### config.mk
export PLATFORM = sky130hd
export DESIGN_NAME = proximity_zone_interaction_tracker_top
export DESIGN_NICKNAME = d
export VERILOG_FILES = /design/src/rtl/pzit_pkg.sv /design/src/rtl/proximity_zone_interaction_tracker_top.sv /design/src/rtl/pzit_queue.sv /design/src/rtl/pzit_front.sv /design/src/rtl/pzit_back.sv
export SDC_FILE = /design/constraint.sdc
export NUM_CORES = 1
export LEC_CHECK = 0
export BUFFER_PORTS_ARGS = -buffer_cell sky130_fd_sc_hd__buf_2
export CORE_MARGIN = 5
export CORE_UTILIZATION = 25
export DETAILED_ROUTE_END_ITERATION = 10
export PLACE_DENSITY_LB_ADDON = 0.15
export SLEW_MARGIN = 10
export SYNTH_ARGS = -nofsm -noshare
export SYNTH_HDL_FRONTEND = slang
export SYNTH_SLANG_ARGS = --single-unit
export TNS_END_PERCENT = 20
### constraint.sdc
create_clock -name clock -period 6.4 [get_ports clock]
set_input_delay 0.96 -clock clock [delete_from_list [all_inputs] [get_ports clock]]
set_output_delay 0.96 -clock clock [all_outputs]
set_load 0.05 [all_outputs]
### src/rtl/pzit_pkg.sv
// ----------------------------------------------------------------------------
// pzit_pkg
// Shared constants, codes and types of the proximity zone interaction tracker.
// ----------------------------------------------------------------------------
package pzit_pkg;

   localparam int DIST_W        = 16;
   localparam int ZONE_W        = 2;
   localparam int CSR_IDX_W     = 2;
   localparam int SLOTS         = 4;
   localparam int KEPT_DEPTH_DEF = 4;
   localparam int QUEUE_DEPTH_DEF = 2;

   localparam logic [DIST_W-1:0] DIST_MAX = 16'hFFFF;

   localparam logic [DIST_W-1:0] NEAR_RESET  = 16'd24;
   localparam logic [DIST_W-1:0] FAR_RESET   = 16'd72;
   localparam logic [DIST_W-1:0] RANGE_RESET = 16'd200;

   localparam logic [ZONE_W-1:0] ZONE_CLOSE = 2'd0;
   localparam logic [ZONE_W-1:0] ZONE_RIGHT = 2'd1;
   localparam logic [ZONE_W-1:0] ZONE_FAR   = 2'd2;
   localparam logic [ZONE_W-1:0] ZONE_OUT   = 2'd3;

   localparam logic [CSR_IDX_W-1:0] CSR_NEAR  = 2'd0;
   localparam logic [CSR_IDX_W-1:0] CSR_FAR   = 2'd1;
   localparam logic [CSR_IDX_W-1:0] CSR_RANGE = 2'd2;

   typedef struct packed {
      logic [DIST_W-1:0] distance;
      logic [ZONE_W-1:0] zone;
   } item_type;

   typedef struct packed {
      logic [DIST_W-1:0]            echo_distance;
      logic [ZONE_W-1:0]            zone;
      logic                         engaged;
      logic                         unsafe_now;
      logic [DIST_W-1:0]            total_events;
      logic [DIST_W-1:0]            unsafe_events;
      logic [DIST_W-1:0]            nearest_seen;
      logic [SLOTS-1:0][DIST_W-1:0] kept;
   } result_type;

   typedef struct packed {
      logic item_valid;
      logic result_ready;
   } back_ctl_type;

endpackage

### src/rtl/proximity_zone_interaction_tracker_top.sv
// ----------------------------------------------------------------------------
// proximity_zone_interaction_tracker_top
// Zone classifier and interaction tracker for a stream of distance samples.
// ----------------------------------------------------------------------------
// Takes one distance word per cycle while req_full is low and returns one
// result word per accepted sample, in order. A pushed sample is classified
// against the threshold registers and written into the mid queue; the
// tracking stage folds it into the interaction state and queues the result
// once the output queue has room, and it shows on the rsp_ ports. The
// sustained rate is one word per cycle while results are popped; each side
// has a two-word queue, so a stalled reader still leaves room for two more
// samples. Threshold writes take effect at the next edge and belong between
// bursts, once all results have been popped.
module proximity_zone_interaction_tracker_top #(
   parameter int KEPT_DEPTH  = pzit_pkg::KEPT_DEPTH_DEF,
   parameter int QUEUE_DEPTH = pzit_pkg::QUEUE_DEPTH_DEF
) (
   input  logic                            clock,
   input  logic                            reset,
   input  logic                            req_push,
   output logic                            req_full,
   input  logic [pzit_pkg::DIST_W-1:0]     req_distance,
   output logic                            rsp_empty,
   input  logic                            rsp_pop,
   output logic [pzit_pkg::DIST_W-1:0]     rsp_echo_distance,
   output logic [pzit_pkg::ZONE_W-1:0]     rsp_zone,
   output logic                            rsp_engaged,
   output logic                            rsp_unsafe_now,
   output logic [pzit_pkg::DIST_W-1:0]     rsp_total_events,
   output logic [pzit_pkg::DIST_W-1:0]     rsp_unsafe_events,
   output logic [pzit_pkg::DIST_W-1:0]     rsp_nearest_seen,
   output logic [pzit_pkg::DIST_W-1:0]     rsp_kept_first,
   output logic [pzit_pkg::DIST_W-1:0]     rsp_kept_second,
   output logic [pzit_pkg::DIST_W-1:0]     rsp_kept_third,
   output logic [pzit_pkg::DIST_W-1:0]     rsp_kept_fourth,
   input  logic                            csr_write_en,
   input  logic [pzit_pkg::CSR_IDX_W-1:0]  csr_index,
   input  logic [pzit_pkg::DIST_W-1:0]     csr_data
);

   localparam int ITEM_W   = $bits(pzit_pkg::item_type);
   localparam int RESULT_W = $bits(pzit_pkg::result_type);

   pzit_pkg::item_type     front_item;
   pzit_pkg::item_type     mid_head;
   pzit_pkg::result_type   back_result;
   pzit_pkg::result_type   out_head;
   pzit_pkg::back_ctl_type back_ctl;
   logic [ITEM_W-1:0]      mid_pop_data;
   logic [RESULT_W-1:0]    out_pop_data;
   logic                   mid_empty;
   logic                   out_full;
   logic                   back_take;

   pzit_front u_front (
      .clock        (clock),
      .reset        (reset),
      .csr_write_en (csr_write_en),
      .csr_index    (csr_index),
      .csr_data     (csr_data),
      .distance     (req_distance),
      .item         (front_item)
   );

   pzit_queue #(
      .WIDTH (ITEM_W),
      .DEPTH (QUEUE_DEPTH)
   ) u_mid_queue (
      .clock     (clock),
      .reset     (reset),
      .push      (req_push),
      .push_data (front_item),
      .full      (req_full),
      .pop       (back_take),
      .pop_data  (mid_pop_data),
      .empty     (mid_empty)
   );

   assign mid_head              = pzit_pkg::item_type'(mid_pop_data);
   assign back_ctl.item_valid   = !mid_empty;
   assign back_ctl.result_ready = !out_full;

   pzit_back #(
      .KEPT_DEPTH (KEPT_DEPTH)
   ) u_back (
      .clock     (clock),
      .reset     (reset),
      .ctl       (back_ctl),
      .item      (mid_head),
      .item_take (back_take),
      .result    (back_result)
   );

   pzit_queue #(
      .WIDTH (RESULT_W),
      .DEPTH (QUEUE_DEPTH)
   ) u_out_queue (
      .clock     (clock),
      .reset     (reset),
      .push      (back_take),
      .push_data (back_result),
      .full      (out_full),
      .pop       (rsp_pop),
      .pop_data  (out_pop_data),
      .empty     (rsp_empty)
   );

   assign out_head          = pzit_pkg::result_type'(out_pop_data);
   assign rsp_echo_distance = out_head.echo_distance;
   assign rsp_zone          = out_head.zone;
   assign rsp_engaged       = out_head.engaged;
   assign rsp_unsafe_now    = out_head.unsafe_now;
   assign rsp_total_events  = out_head.total_events;
   assign rsp_unsafe_events = out_head.unsafe_events;
   assign rsp_nearest_seen  = out_head.nearest_seen;
   assign rsp_kept_first    = out_head.kept[0];
   assign rsp_kept_second   = out_head.kept[1];
   assign rsp_kept_third    = out_head.kept[2];
   assign rsp_kept_fourth   = out_head.kept[3];

endmodule

### src/rtl/pzit_queue.sv
// ----------------------------------------------------------------------------
// pzit_queue
// Small first-in first-out queue of fixed-width words.
// ----------------------------------------------------------------------------
module pzit_queue #(
   parameter int WIDTH = 1,
   parameter int DEPTH = pzit_pkg::QUEUE_DEPTH_DEF
) (
   input  logic             clock,
   input  logic             reset,
   input  logic             push,
   input  logic [WIDTH-1:0] push_data,
   output logic             full,
   input  logic             pop,
   output logic [WIDTH-1:0] pop_data,
   output logic             empty
);

   localparam int PTR_W = (DEPTH > 1) ? $clog2(DEPTH) : 1;
   localparam int CNT_W = $clog2(DEPTH + 1);

   logic [WIDTH-1:0] store_ff [DEPTH];
   logic [PTR_W-1:0] wr_ptr_ff, wr_ptr_in;
   logic [PTR_W-1:0] rd_ptr_ff, rd_ptr_in;
   logic [CNT_W-1:0] count_ff, count_in;
   logic             do_push;
   logic             do_pop;

   assign full     = (count_ff == CNT_W'(DEPTH));
   assign empty    = (count_ff == '0);
   assign do_push  = push && !full;
   assign do_pop   = pop && !empty;
   assign pop_data = store_ff[rd_ptr_ff];

   always_comb begin
      wr_ptr_in = wr_ptr_ff;
      rd_ptr_in = rd_ptr_ff;
      if (do_push) begin
         wr_ptr_in = (wr_ptr_ff == PTR_W'(DEPTH - 1)) ? '0 : wr_ptr_ff + 1'b1;
      end
      if (do_pop) begin
         rd_ptr_in = (rd_ptr_ff == PTR_W'(DEPTH - 1)) ? '0 : rd_ptr_ff + 1'b1;
      end
      count_in = count_ff + CNT_W'(do_push) - CNT_W'(do_pop);
   end

   always_ff @(posedge clock) begin
      if (reset) begin
         wr_ptr_ff <= '0;
         rd_ptr_ff <= '0;
         count_ff  <= '0;
      end else begin
         wr_ptr_ff <= wr_ptr_in;
         rd_ptr_ff <= rd_ptr_in;
         count_ff  <= count_in;
      end
   end

   always_ff @(posedge clock) begin
      if (do_push) begin
         store_ff[wr_ptr_ff] <= push_data;
      end
   end

endmodule

### src/rtl/pzit_front.sv
// ----------------------------------------------------------------------------
// pzit_front
// Threshold registers and zone classification of incoming distance words.
// ----------------------------------------------------------------------------
module pzit_front (
   input  logic                             clock,
   input  logic                             reset,
   input  logic                             csr_write_en,
   input  logic [pzit_pkg::CSR_IDX_W-1:0]   csr_index,
   input  logic [pzit_pkg::DIST_W-1:0]      csr_data,
   input  logic [pzit_pkg::DIST_W-1:0]      distance,
   output pzit_pkg::item_type               item
);

   logic [pzit_pkg::DIST_W-1:0] near_ff;
   logic [pzit_pkg::DIST_W-1:0] far_ff;
   logic [pzit_pkg::DIST_W-1:0] range_ff;
   logic [pzit_pkg::ZONE_W-1:0] zone;

   always_ff @(posedge clock) begin
      if (reset) begin
         near_ff  <= pzit_pkg::NEAR_RESET;
         far_ff   <= pzit_pkg::FAR_RESET;
         range_ff <= pzit_pkg::RANGE_RESET;
      end else if (csr_write_en) begin
         case (csr_index)
            pzit_pkg::CSR_NEAR:  near_ff  <= csr_data;
            pzit_pkg::CSR_FAR:   far_ff   <= csr_data;
            pzit_pkg::CSR_RANGE: range_ff <= csr_data;
            default: ;
         endcase
      end
   end

   // fixed test order, so thresholds need not ascend
   always_comb begin
      if (distance >= range_ff) begin
         zone = pzit_pkg::ZONE_OUT;
      end else if (distance >= far_ff) begin
         zone = pzit_pkg::ZONE_FAR;
      end else if (distance >= near_ff) begin
         zone = pzit_pkg::ZONE_RIGHT;
      end else begin
         zone = pzit_pkg::ZONE_CLOSE;
      end
   end

   assign item.distance = distance;
   assign item.zone     = zone;

endmodule

### src/rtl/pzit_back.sv
// ----------------------------------------------------------------------------
// pzit_back
// Interaction state, saturating counters, window minimum and kept list.
// ----------------------------------------------------------------------------
module pzit_back #(
   parameter int KEPT_DEPTH = pzit_pkg::KEPT_DEPTH_DEF
) (
   input  logic                   clock,
   input  logic                   reset,
   input  pzit_pkg::back_ctl_type ctl,
   input  pzit_pkg::item_type     item,
   output logic                   item_take,
   output pzit_pkg::result_type   result
);

   localparam int DW = pzit_pkg::DIST_W;

   logic [pzit_pkg::ZONE_W-1:0]            last_zone_ff, last_zone_in;
   logic                                   active_ff, active_in;
   logic                                   unsafe_ff, unsafe_in;
   logic [DW-1:0]                          started_ff, started_in;
   logic [DW-1:0]                          unsafe_cnt_ff, unsafe_cnt_in;
   logic [DW-1:0]                          window_min_ff, window_min_in;
   logic [KEPT_DEPTH-1:0][DW-1:0]          kept_ff, kept_in;
   logic [KEPT_DEPTH-1:0][DW-1:0]          kept_ins;
   logic [pzit_pkg::SLOTS-1:0][DW-1:0]     kept_out;
   logic                                   do_insert;
   logic                                   zone_near;
   logic                                   prev_near;

   assign item_take = ctl.item_valid && ctl.result_ready;

   assign zone_near = (item.zone == pzit_pkg::ZONE_CLOSE) ||
                      (item.zone == pzit_pkg::ZONE_RIGHT);
   assign prev_near = (last_zone_ff == pzit_pkg::ZONE_CLOSE) ||
                      (last_zone_ff == pzit_pkg::ZONE_RIGHT);

   // sorted insert of the window minimum, in before the first larger entry
   always_comb begin
      logic          placed;
      logic [DW-1:0] carry;
      logic [DW-1:0] cur;
      placed = 1'b0;
      carry  = '0;
      for (int i = 0; i < KEPT_DEPTH; i++) begin
         cur = kept_ff[i];
         if (!placed && (window_min_ff < cur)) begin
            kept_ins[i] = window_min_ff;
            placed      = 1'b1;
            carry       = cur;
         end else if (placed) begin
            kept_ins[i] = carry;
            carry       = cur;
         end else begin
            kept_ins[i] = cur;
         end
      end
   end

   always_comb begin
      last_zone_in  = item.zone;
      active_in     = active_ff;
      unsafe_in     = unsafe_ff;
      started_in    = started_ff;
      unsafe_cnt_in = unsafe_cnt_ff;
      window_min_in = window_min_ff;
      do_insert     = 1'b0;
      if (zone_near) begin
         if (!prev_near && !active_ff) begin
            active_in = 1'b1;
            if (started_ff != pzit_pkg::DIST_MAX) begin
               started_in = started_ff + 1'b1;
            end
         end
         if ((item.zone == pzit_pkg::ZONE_CLOSE) && !unsafe_ff) begin
            unsafe_in = 1'b1;
            if (unsafe_cnt_ff != pzit_pkg::DIST_MAX) begin
               unsafe_cnt_in = unsafe_cnt_ff + 1'b1;
            end
         end
      end else if (prev_near && active_ff) begin
         do_insert     = unsafe_ff;
         active_in     = 1'b0;
         last_zone_in  = pzit_pkg::ZONE_OUT;
         window_min_in = pzit_pkg::DIST_MAX;
         unsafe_in     = 1'b0;
      end
      if (item.distance < window_min_in) begin
         window_min_in = item.distance;
      end
      kept_in = do_insert ? kept_ins : kept_ff;
   end

   always_ff @(posedge clock) begin
      if (reset) begin
         last_zone_ff  <= pzit_pkg::ZONE_OUT;
         active_ff     <= 1'b0;
         unsafe_ff     <= 1'b0;
         started_ff    <= '0;
         unsafe_cnt_ff <= '0;
         window_min_ff <= pzit_pkg::DIST_MAX;
         kept_ff       <= {KEPT_DEPTH{pzit_pkg::DIST_MAX}};
      end else if (item_take) begin
         last_zone_ff  <= last_zone_in;
         active_ff     <= active_in;
         unsafe_ff     <= unsafe_in;
         started_ff    <= started_in;
         unsafe_cnt_ff <= unsafe_cnt_in;
         window_min_ff <= window_min_in;
         kept_ff       <= kept_in;
      end
   end

   for (genvar g = 0; g < pzit_pkg::SLOTS; g++) begin : g_kept
      if (g < KEPT_DEPTH) begin : g_live
         assign kept_out[g] = kept_in[g];
      end else begin : g_empty
         assign kept_out[g] = pzit_pkg::DIST_MAX;
      end
   end

   always_comb begin
      result.echo_distance = item.distance;
      result.zone          = item.zone;
      result.engaged       = active_in;
      result.unsafe_now    = unsafe_in;
      result.total_events  = started_in;
      result.unsafe_events = unsafe_cnt_in;
      result.nearest_seen  = window_min_in;
      result.kept          = kept_out;
   end

endmodule

==> run metrics <==
Setup CP Type reg -> reg; antenna violations before repair 3; Clk pin slew, worst setup/hold paths around 0.06 ns; root buffer cell clkbuf_16; WL/cell ~21 um; Slowest-stage cell, CP mux2i_1; Num CTS Buffers 56; Final Slew Violations 0; Total Power ~12 mW; 1st-pass router iterations 5; CTS tree done; Setup WS pre-CTS between 2 and 2.5 ns; Vert. Die Dim between 300 and 400 um; Initial Util 0.2523; vias in the first global route about 16000; num ports 173; Total GRT Usage 0.1384; Residual DRC 0; first-pass GRT wire length approximately 100000 um; synth-to-layout area growth 17.71%; Hold Path Class reg -> reg; Max-slew headroom 0.1879; Reg2Reg Depth 12; Max Cap Viol 0; endpoints failing setup 0; crit path DAT approximately 4.5 ns; Via density 4.711; static leakage 9.494 nW; synth unique cells 76; outcome finished, final reports clean; Worst Hold Path EP u_front.range_ff[2]; H-tree depth 2; largest area contributor in the netlist edfxtp_1; hold wc startpoint u_front.range_ff[2]; worst hold slack 0.4552 ns; setup_tns 0 ns; Final min period roughly 4.1 ns; post-synth top area share 0.3961; worst flop-to-flop path endpoint u_out_queue.store_ff[1][75]; worst skew pair latency just over 0.6 ns; slowest stage delay, CP roughly 0.51 ns; dominant cells by area after synthesis edfxtp_1 (40%), dfxtp_1 (15%), mux2_2 (7.5%); post-synthesis cell count about 2000; CTS-repair resized insts 0; crit share post-route 0.6340; crit end category register; most frequent cells in the layout edfxtp_1 (300), dfxtp_1 (172), buf_2 (171); EDFF count, synth 300; post-synthesis sequential area ratio 0.5484; maximum VDD drop between 0.2 and 0.25 mV; Cell Count Post-Placement approximately 3300; Avg Cell Area, Syn approximately 11 um2; Reg2Reg Setup Slack between 2 and 2.5 ns; largest net degree at the start of global routing approximately 130; worst path buffer plus inverter count 3; Hold Buf Count CTS 0; hold depth 2; Layout Cells excl Fill ~3400; Worst Setup Start Kind register; RSZ-0062 raised after global routing no; die area roughly 100000 um2; synthesized net count 2195; worst-margin pin slew roughly 1.2 ns; FP Rows 110; ys flop type edfxtp_1; CORE AREA 90150 um2; # Post-CTS Setup Buffers 0; CP required between 6 and 7 ns; via count between 15000 and 20000; Congestion Overflow GR 0; GP Congestion ~0.8; Fmax achieved 246.4 MHz; Ys Warns 0; clk buf depth 3; Final WS setup around 2.3 ns; # clock sinks approximately 470; HPWL after DPL ~47000 um; DRT iter0 DRCs around 1100; share of cells above drive strength 1 0.2164; CP Cell Sequence buf_4 -> mux2i_1 -> inv_1 -> ha_1 -> a21o_1 -> a21o_1 -> a221o_1 -> a21oi_1 -> o211a_1 -> buf_4 -> nor3_1 -> a21oi_1; Die Width slightly above 300 um; antenna-violating nets left 0; wirelength, routed a little under 70000 um; Clock Skews just under 0.04 ns; Final Hold Viols 0; Final Net Count 2334; register bit count reported by yosys ~470; ys async rst share 0; most common cell after layout, fill and taps aside edfxtp_1; power per cell area about 430 nW/um2; Critical Path Fanout Max 33; CP top delay family compound AO/OA/AOI/OAI gates; PortBufs around 170; synthesized cell area 22740 um2
tightest hold or removal path: stages (launching register included):
cell	delay, ns
dfxtp_1	0.31
nand2_1	0.05
a21oi_1	0.05
routing by layer:
metal  track usage  vias up  wire, um
met1        0.1852     7823     31260
met4       0.03837        0      1733
met5             0        -         0
met2        0.2327      389     33380
met3       0.02313       91      3160
li1              -     7667         -
state kept, by name, indices dropped and copies added, names as in the netlist, named ones only:
name,flops
u_back.kept_ff,64
u_front.near_ff,16
u_back.window_min_ff,16
u_out_queue.count_ff,2
u_out_queue.store_ff,264
u_front.far_ff,16
u_mid_queue.wr_ptr_ff,1
u_back.started_ff,16
u_back.unsafe_ff,1
u_back.unsafe_cnt_ff,16
u_mid_queue.rd_ptr_ff,1
u_out_queue.wr_ptr_ff,1
u_back.active_ff,1
u_mid_queue.store_ff,36
u_mid_queue.count_ff,2
u_back.last_zone_ff,1
u_out_queue.rd_ptr_ff,1
u_front.range_ff,16
final cells by class:
cell class,instances,area (um2)
Fill cell,9236,63380
Antenna cell,1,2.502
Clock buffer,71,1478
Inverter,141,529.3
Sequential cell,473,12480
Multi-Input combinational cell,1285,9230
Tap cell,1176,1471
Timing Repair Buffer,209,1154
Clock inverter,34,426.7
worst max path at each step:
| stage | start | endpoint | slack, ns | cells after the start |
|---|---|---|---|---|
| global placement | register | u_back.window_min_ff[3] | 2.29 | 12 |
| global route | register | u_back.window_min_ff[3] | 2.04 | 12 |
| floorplan | u_out_queue.count_ff[1] | u_out_queue.store_ff[1][0] | 1.39 | 7 |
| CTS | register | u_back.window_min_ff[3] | 2.28 | 12 |
| finish | register | u_out_queue.store_ff[1][75] | 2.34 | 12 |
| detailed placement | register | u_back.window_min_ff[3] | 2.30 | 12 |
cells in the mapped netlist (41+ instances only):
library cell / instances
nand3_1: 63
nor2_1: 152
edfxtp_1: 300
dfxtp_1: 173
ha_1: 129
mux2_2: 151
nor3_1: 41
o21ai_0: 53
inv_1: 139
a21oi_1: 152
clkbuf_1: 88
nand2_1: 160
where the power goes:
| group | leakage (nW) | switching (mW) | internal (mW) |
|---|---|---|---|
| sequential | 3.79 | 0.150 | 3.89 |
| clock | 0.914 | 1.33 | 2.00 |
| combinational | 4.79 | 3.12 | 1.09 |
cells by family (layout without fill, tap and decap cells):
family / count (synthesis) / in the layout / synth area share
AND/OR/NAND/NOR: 548 / 548 / 0.1152
flip-flops: 473 / 473 / 0.5484
AO/OA/AOI/OAI: 387 / 387 / 0.1141
buffers and inverters: 269 / 455 / 0.04759
multiplexers: 173 / 173 / 0.08517
adder cells (fa/ha/maj): 130 / 130 / 0.07142
XOR/XNOR: 47 / 47 / 0.01810
other: 0 / 1 / 0
metrics by stage:
step | utilization | cell area [um2]
detailed placement | 0.2757 | 24850
floorplan | - | 22740
global placement | 0.2757 | 24850
CTS | 0.2968 | 26760
global route | 0.2969 | 26760
finish | 0.2969 | 26770
Power figures use the tool's default switching activity.
